==> config.mk <==
export PLATFORM = sky130hd
export DESIGN_NAME = integer_nth_root_core
export DESIGN_NICKNAME = d
export VERILOG_FILES = /design/src/hdl/inr_pkg.sv /design/src/hdl/inr_pow_unit.sv /design/src/hdl/integer_nth_root_core.sv
export SDC_FILE = /design/constraint.sdc
export NUM_CORES = 2
export LEC_CHECK = 0
export BUFFER_PORTS_ARGS = -buffer_cell sky130_fd_sc_hd__buf_4
export CAP_MARGIN = 20
export CORE_MARGIN = 1
export CORE_UTILIZATION = 39
export CTS_BUF_LIST = sky130_fd_sc_hd__clkbuf_4 sky130_fd_sc_hd__clkbuf_8 sky130_fd_sc_hd__clkbuf_16
export DETAILED_ROUTE_END_ITERATION = 10
export GPL_TIMING_DRIVEN = 0
export PLACE_DENSITY = 0.61
export SETUP_SLACK_MARGIN = 0.02
export SYNTH_ARGS = -nofsm -noshare
export SYNTH_HDL_FRONTEND = slang
export SYNTH_HIERARCHICAL = 1
export SYNTH_SLANG_ARGS = --single-unit
==> constraint.sdc <==
create_clock -name clk_i -period 12.7 [get_ports clk_i]
set_input_delay 3.81 -clock clk_i [delete_from_list [all_inputs] [get_ports clk_i]]
set_output_delay 3.81 -clock clk_i [all_outputs]
set_load 0.01 [all_outputs]
==> src/hdl/inr_pkg.sv <==
// shared constants and types for the integer nth root core
// no dependencies; imported by inr_pow_unit, integer_nth_root_core and tb
`default_nettype none

package inr_pkg;

  localparam int unsigned VALUE_BITS = 31;
  localparam int unsigned PROD_BITS  = 2 * VALUE_BITS;
  localparam int unsigned DEG_BITS   = 6;

  // handshake from the power unit back to the sequencer
  typedef struct packed {
    logic done;
    logic pass;
    logic eq;
  } pow_status_t;

endpackage

`default_nettype wire

==> src/hdl/inr_pow_unit.sv <==
// saturating power unit: base^deg compared against a cap, one multiply per cycle
// depends on inr_pkg
`default_nettype none

module inr_pow_unit (
  input  wire logic                               clk_i,
  input  wire logic                               rst_ni,
  input  wire logic                               start_i,
  input  wire logic [inr_pkg::VALUE_BITS-1:0]     base_i,
  input  wire logic [inr_pkg::DEG_BITS-1:0]       deg_i,
  input  wire logic [inr_pkg::VALUE_BITS-1:0]     cap_i,
  output inr_pkg::pow_status_t                    status_o
);
  import inr_pkg::*;

  logic                  busy_q, busy_d;
  logic [PROD_BITS-1:0]  acc_q, acc_d;
  logic [DEG_BITS-1:0]   cnt_q, cnt_d;
  logic [PROD_BITS-1:0]  cap_ext;
  logic [PROD_BITS-1:0]  prod;
  logic                  over;
  logic                  last;

  assign cap_ext = {{(PROD_BITS-VALUE_BITS){1'b0}}, cap_i};
  // acc stays below 2^VALUE_BITS whenever it is multiplied again
  assign prod    = PROD_BITS'(acc_q[VALUE_BITS-1:0]) * PROD_BITS'(base_i);
  assign over    = acc_q > cap_ext;
  assign last    = cnt_q == deg_i;

  always_comb begin
    status_o.done = busy_q && (over || last);
    status_o.pass = !over;
    status_o.eq   = acc_q == cap_ext;
  end

  always_comb begin
    busy_d = busy_q;
    acc_d  = acc_q;
    cnt_d  = cnt_q;
    if (start_i) begin
      busy_d = 1'b1;
      acc_d  = PROD_BITS'(1);
      cnt_d  = '0;
    end else if (busy_q) begin
      if (over || last) begin
        busy_d = 1'b0;
      end else begin
        acc_d = prod;
        cnt_d = cnt_q + DEG_BITS'(1);
      end
    end
  end

  always_ff @(posedge clk_i or negedge rst_ni) begin
    if (!rst_ni) begin
      busy_q <= 1'b0;
      cnt_q  <= '0;
    end else begin
      busy_q <= busy_d;
      cnt_q  <= cnt_d;
    end
  end

  always_ff @(posedge clk_i) begin
    acc_q <= acc_d;
  end

  a_start_init: assert property (@(posedge clk_i) disable iff (!rst_ni)
    start_i |=> busy_q && cnt_q == '0 && acc_q == PROD_BITS'(1))
    else $error("power unit did not initialize on start");

  a_cnt_step: assert property (@(posedge clk_i) disable iff (!rst_ni)
    busy_q && !start_i && !over && !last |=> cnt_q == $past(cnt_q) + DEG_BITS'(1))
    else $error("power unit skipped a multiply step");

  a_done_drops: assert property (@(posedge clk_i) disable iff (!rst_ni)
    status_o.done && !start_i |=> !busy_q)
    else $error("power unit stayed busy after done");

endmodule

`default_nettype wire

==> src/hdl/integer_nth_root_core.sv <==
// integer nth root, floor form: bit-by-bit root search sharing one power unit
// each of the 31 root bits is rejected at once when the candidate exceeds the value, or else
// tried on the power unit, which multiplies up to degree times and stops early on overshoot.
// busy_o stays high until the result strobe, one item at a time.
// valid_o is a one-cycle strobe; the receiver cannot stall.
// reset (rst_ni low, asynchronous) returns the sequencer to idle; no result is pending.
`default_nettype none

module integer_nth_root_core (
  input  wire logic                             clk_i,
  input  wire logic                             rst_ni,
  input  wire logic                             start_i,
  output logic                                  busy_o,
  input  wire logic [inr_pkg::VALUE_BITS-1:0]   value_i,
  input  wire logic [inr_pkg::DEG_BITS-1:0]     degree_i,
  output logic                                  valid_o,
  output logic [inr_pkg::VALUE_BITS-1:0]        root_o,
  output logic                                  exact_o
);
  import inr_pkg::*;

  typedef enum logic [3:0] {
    ST_IDLE = 4'b0001,
    ST_TRY  = 4'b0010,
    ST_POW  = 4'b0100,
    ST_OUT  = 4'b1000
  } state_e;

  state_e                 state_q, state_d;
  logic [VALUE_BITS-1:0]  val_q, val_d;
  logic [DEG_BITS-1:0]    deg_q, deg_d;
  logic [VALUE_BITS-1:0]  r_q, r_d;
  logic [VALUE_BITS-1:0]  mask_q, mask_d;
  logic [VALUE_BITS-1:0]  cand_q, cand_d;
  logic                   exact_q, exact_d;
  logic [VALUE_BITS-1:0]  cand;
  logic                   pow_start;
  pow_status_t            pow_status;

  assign cand = r_q | mask_q;

  always_comb begin
    state_d   = state_q;
    val_d     = val_q;
    deg_d     = deg_q;
    r_d       = r_q;
    mask_d    = mask_q;
    cand_d    = cand_q;
    exact_d   = exact_q;
    pow_start = 1'b0;
    unique case (state_q)
      ST_IDLE: begin
        if (start_i) begin
          val_d   = value_i;
          // degree zero behaves as degree one
          deg_d   = (degree_i == '0) ? DEG_BITS'(1) : degree_i;
          r_d     = '0;
          mask_d  = {1'b1, {(VALUE_BITS-1){1'b0}}};
          exact_d = value_i == '0;
          state_d = ST_TRY;
        end
      end
      ST_TRY: begin
        if (cand > val_q) begin
          mask_d  = mask_q >> 1;
          state_d = mask_q[0] ? ST_OUT : ST_TRY;
        end else begin
          cand_d    = cand;
          pow_start = 1'b1;
          state_d   = ST_POW;
        end
      end
      ST_POW: begin
        if (pow_status.done) begin
          if (pow_status.pass) begin
            r_d     = cand_q;
            exact_d = pow_status.eq;
          end
          mask_d  = mask_q >> 1;
          state_d = mask_q[0] ? ST_OUT : ST_TRY;
        end
      end
      ST_OUT: begin
        state_d = ST_IDLE;
      end
      default: begin
        state_d = ST_IDLE;
      end
    endcase
  end

  always_ff @(posedge clk_i or negedge rst_ni) begin
    if (!rst_ni) begin
      state_q <= ST_IDLE;
    end else begin
      state_q <= state_d;
    end
  end

  always_ff @(posedge clk_i) begin
    val_q   <= val_d;
    deg_q   <= deg_d;
    r_q     <= r_d;
    mask_q  <= mask_d;
    cand_q  <= cand_d;
    exact_q <= exact_d;
  end

  inr_pow_unit u_pow (
    .clk_i    (clk_i),
    .rst_ni   (rst_ni),
    .start_i  (pow_start),
    .base_i   (cand_q),
    .deg_i    (deg_q),
    .cap_i    (val_q),
    .status_o (pow_status)
  );

  assign busy_o  = state_q != ST_IDLE;
  assign valid_o = state_q == ST_OUT;
  assign root_o  = r_q;
  assign exact_o = exact_q;

  a_out_idle: assert property (@(posedge clk_i) disable iff (!rst_ni)
    valid_o |=> !busy_o)
    else $error("core still busy after the result transfer");

  a_root_bound: assert property (@(posedge clk_i) disable iff (!rst_ni)
    state_q == ST_POW || state_q == ST_OUT |-> r_q <= val_q)
    else $error("partial root exceeds the value");

  a_pow_start: assert property (@(posedge clk_i) disable iff (!rst_ni)
    pow_start |=> state_q == ST_POW && !pow_status.done || pow_status.done)
    else $error("power trial started outside the trial sequence");

endmodule

`default_nettype wire

==> flow_summary.toml <==
[outcome]
outcome = "finished, final reports clean"

[routing]
drt-total-wl_um = 147000
drtPass1Iterations = 5
topRoutingLayerUsed = "met5"
wl_met1_um = 59500
vias = 31200
post_drt_via_cell_ratio = 5.42
first_iter_violations = 2945
ant_nets = 0
drcViolationCount = 0
wl_met2_um = 64800
wl_met3_um = 14300
wl_per_cell_um = 25.6

[logic_synthesis]
synthArstFlopShare_pct = 5.39
synth_top_area_share_pct = 41.7
synth_warnings = 6
yosysSeqAreaShare_pct = 13.6
synth_compound_area_share_pct = 5.77
yosys.area_share.simple_pct = 17.9
synth_top_family_by_area = "adder cells"
ys_types = 77
synth-edff-count = 131
synth_area_leader_cell = "fa_1"
netlist_top_cells_area = "fa_1 (42%), ha_1 (9.9%), edfxtp_1 (9.8%), and2_1 (8.5%), inv_1 (7.9%)"
synth_common_cells = "inv_1 (847), fa_1 (837), nand2_1 (574)"
ys_dominant_reg_cell = "edfxtp_1"
yosysMostFrequentCell = "inv_1"
syn_avg_cell_area_um2 = 9.46
synthMuxAreaShare_pct = 0
syn_nets = 5443
yosys.area_share.xor_xnor_pct = 1.07
synth_adder_area_share_pct = 51.6
netlist_area_mm2 = 0.0402
ys_seq_elements = 204
netlist_instances = 4248

[sta]
fin_skew_ns = 0.0354
tns_ns = 0
rsz0062_at_grt = "false"
drv_slew = 0
final_hold_viol_count = 0
slew_headroom_pct = 15.8
worst_pin_slew_ns = 1.26
finalCritPeriodShare_pct = 77.6
layout_min_cycle_time_ns = 9.86
fmax_ghz = 0.101
whs_ns = 0.471
setup_viol = 0

[clocking]
cts-root-buf = "clkbuf_16"
clk_pin_slew_ns = 0.07
cts_tree = "built"
post_cts_buffers = 0
hold_buffers = 0
cts_resized = 0
cts_buffers = 23
clkSinkCount = 204
cts_max_path_buffers = 3
clkLatencyLatePin_ns = 0.56
cts.htree.levels = 1

[cells_and_area]
final_util_pct = 42.7
synthToLayoutAreaGrowth_pct = 8.29
drive_above_1_share_pct = 4.16
final_cells = 5756
fin_nets = 5555

[placement]
gp_congestion = 1.07
dp.cells = 5696
port_buffers = 73
hpwl_um = 122000

[global_route]
grt_pass1_vias = 32600
grt_pass1_wl_um = 218000
overflow = 0
grt_max_degree = 33
antenna_found_initial = 11
grt_usage_pct = 29.1

[floorplanning]
initial_core_util_pct = 39.4
core-area_mm2 = 0.102
ios = 74
die_width_um = 323
die_area_mm2 = 0.104
die_height_um = 323
rows = 117

[hold_path]
hold_path_class = "register to register"

[setup_path]
worst-setup-path-type = "register to register"
crit_fanout = 10
critPathRequiredTime_ns = 13.12
arrival_ns = 10.29
critPathCaptureType = "register"
worst_setup_path_start_kind = "register"

[job]
cap_viol_max_count = 0
==> state kept, by name, indices dropped and copies added (netlist names), 4 cells and up <==
| signal | cells |
|---|---|
| root_o | 31 |
| mask_q | 31 |
| state_q | 4 |
| u_pow/acc_q | 62 |
| u_pow/cnt_q | 6 |
| val_q | 31 |
| deg_q | 6 |
| cand_q | 31 |
==> layer usage <==
metal / vias to the layer above / track usage (%)
met5: - / 0
met1: 16100 / 38.8
met4: 2 / 14.4
met3: 343 / 6.28
li1: 13200 / -
met2: 1606 / 44.9
==> through the flow <==
step | setup WS (ns) | instance area (µm²)
2_1_floorplan | 5.42 | 40200
3_3_place_gp | 3.06 | 42500
3_5_place_dp | 3.13 | 42600
4_1_cts | 3.14 | 43400
5_1_grt | 2.72 | 43500
6_report | 2.84 | 43500
==> placed cells by master (no fill, tap or decap), types with 9 or more instances in the layout <==
master and n:
a31oi_1 13, edfxtp_1 131, a211oi_1 11, nor4_1 21, nand3_1 37, dfxtp_1 62, o211ai_1 10, nor2_1 62
clkbuf_16 23, buf_4 73, nor3_1 15, diode_2 11, and2_1 545, a21o_1 43, ha_1 318, and3_1 46
a21oi_1 126, xnor2_1 36, o21bai_1 14, or2_2 35, clkbuf_1 232, nor2b_1 9, buf_8 9, dfrtp_1 10
nand4_1 27, o21ai_0 40, inv_1 847, xor2_1 13, fa_1 837, o21a_1 13, or3_1 11, nand2_1 574
==> layout make-up <==
cell class / count / area, µm²
Antenna cell: 11 / 27.5
Buffer: 236 / 891
Clock buffer: 25 / 597
Clock inverter: 17 / 223
Fill cell: 10100 / 58500
Inverter: 847 / 3180
Multi-Input combinational cell: 2961 / 30700
Sequential cell: 204 / 5450
Tap cell: 1368 / 1710
Timing Repair Buffer: 87 / 751
==> critical path, stage by stage (launching register included) <==
cell and delay, ns:
dfxtp_1 0.61, clkbuf_1 0.88, and2_1 0.27, fa_1 0.44, fa_1 0.45, fa_1 0.55, inv_1 0.05, fa_1 0.49
inv_1 0.06, fa_1 0.50, inv_1 0.05, fa_1 0.53, inv_1 0.08, fa_1 0.55, fa_1 0.44, ha_1 0.39
nand2_1 0.07, o21ai_0 0.56, a22oi_1 0.27, a211o_1 0.46, a311oi_1 0.68, o21ai_1 0.42, o41ai_2 0.65, o21a_1 0.18
o221ai_1 0.11
==> final timing paths <==
| check | start | to | cells past startpoint | slack (ns) |
|---|---|---|---|---|
| max in group asynchronous | rst_ni | state_q[0] | 1 | 9.40 |
| min in group asynchronous | rst_ni | state_q[1] | 1 | 3.07 |
| worst min-delay path | u_pow/acc_q[55] | u_pow/acc_q[55] | 1 | 0.47 |
| worst max-delay path | u_pow/acc_q[11] | u_pow/acc_q[59] | 24 | 2.84 |
| worst max register to register | u_pow/acc_q[11] | u_pow/acc_q[59] | 24 | 2.84 |
| worst min register to register | u_pow/acc_q[55] | u_pow/acc_q[55] | 1 | 0.47 |
==> cell families after synthesis <==
kind of cell	Yosys count
AO/OA/AOI/OAI	349
flip-flops	204
buffers and inverters	1083
XOR/XNOR	49
adder cells (fa/ha/maj)	1155
AND/OR/NAND/NOR	1408
Power is not shown: default switching activity piles up to over one toggle a cycle in this logic, so the estimate is an artifact.
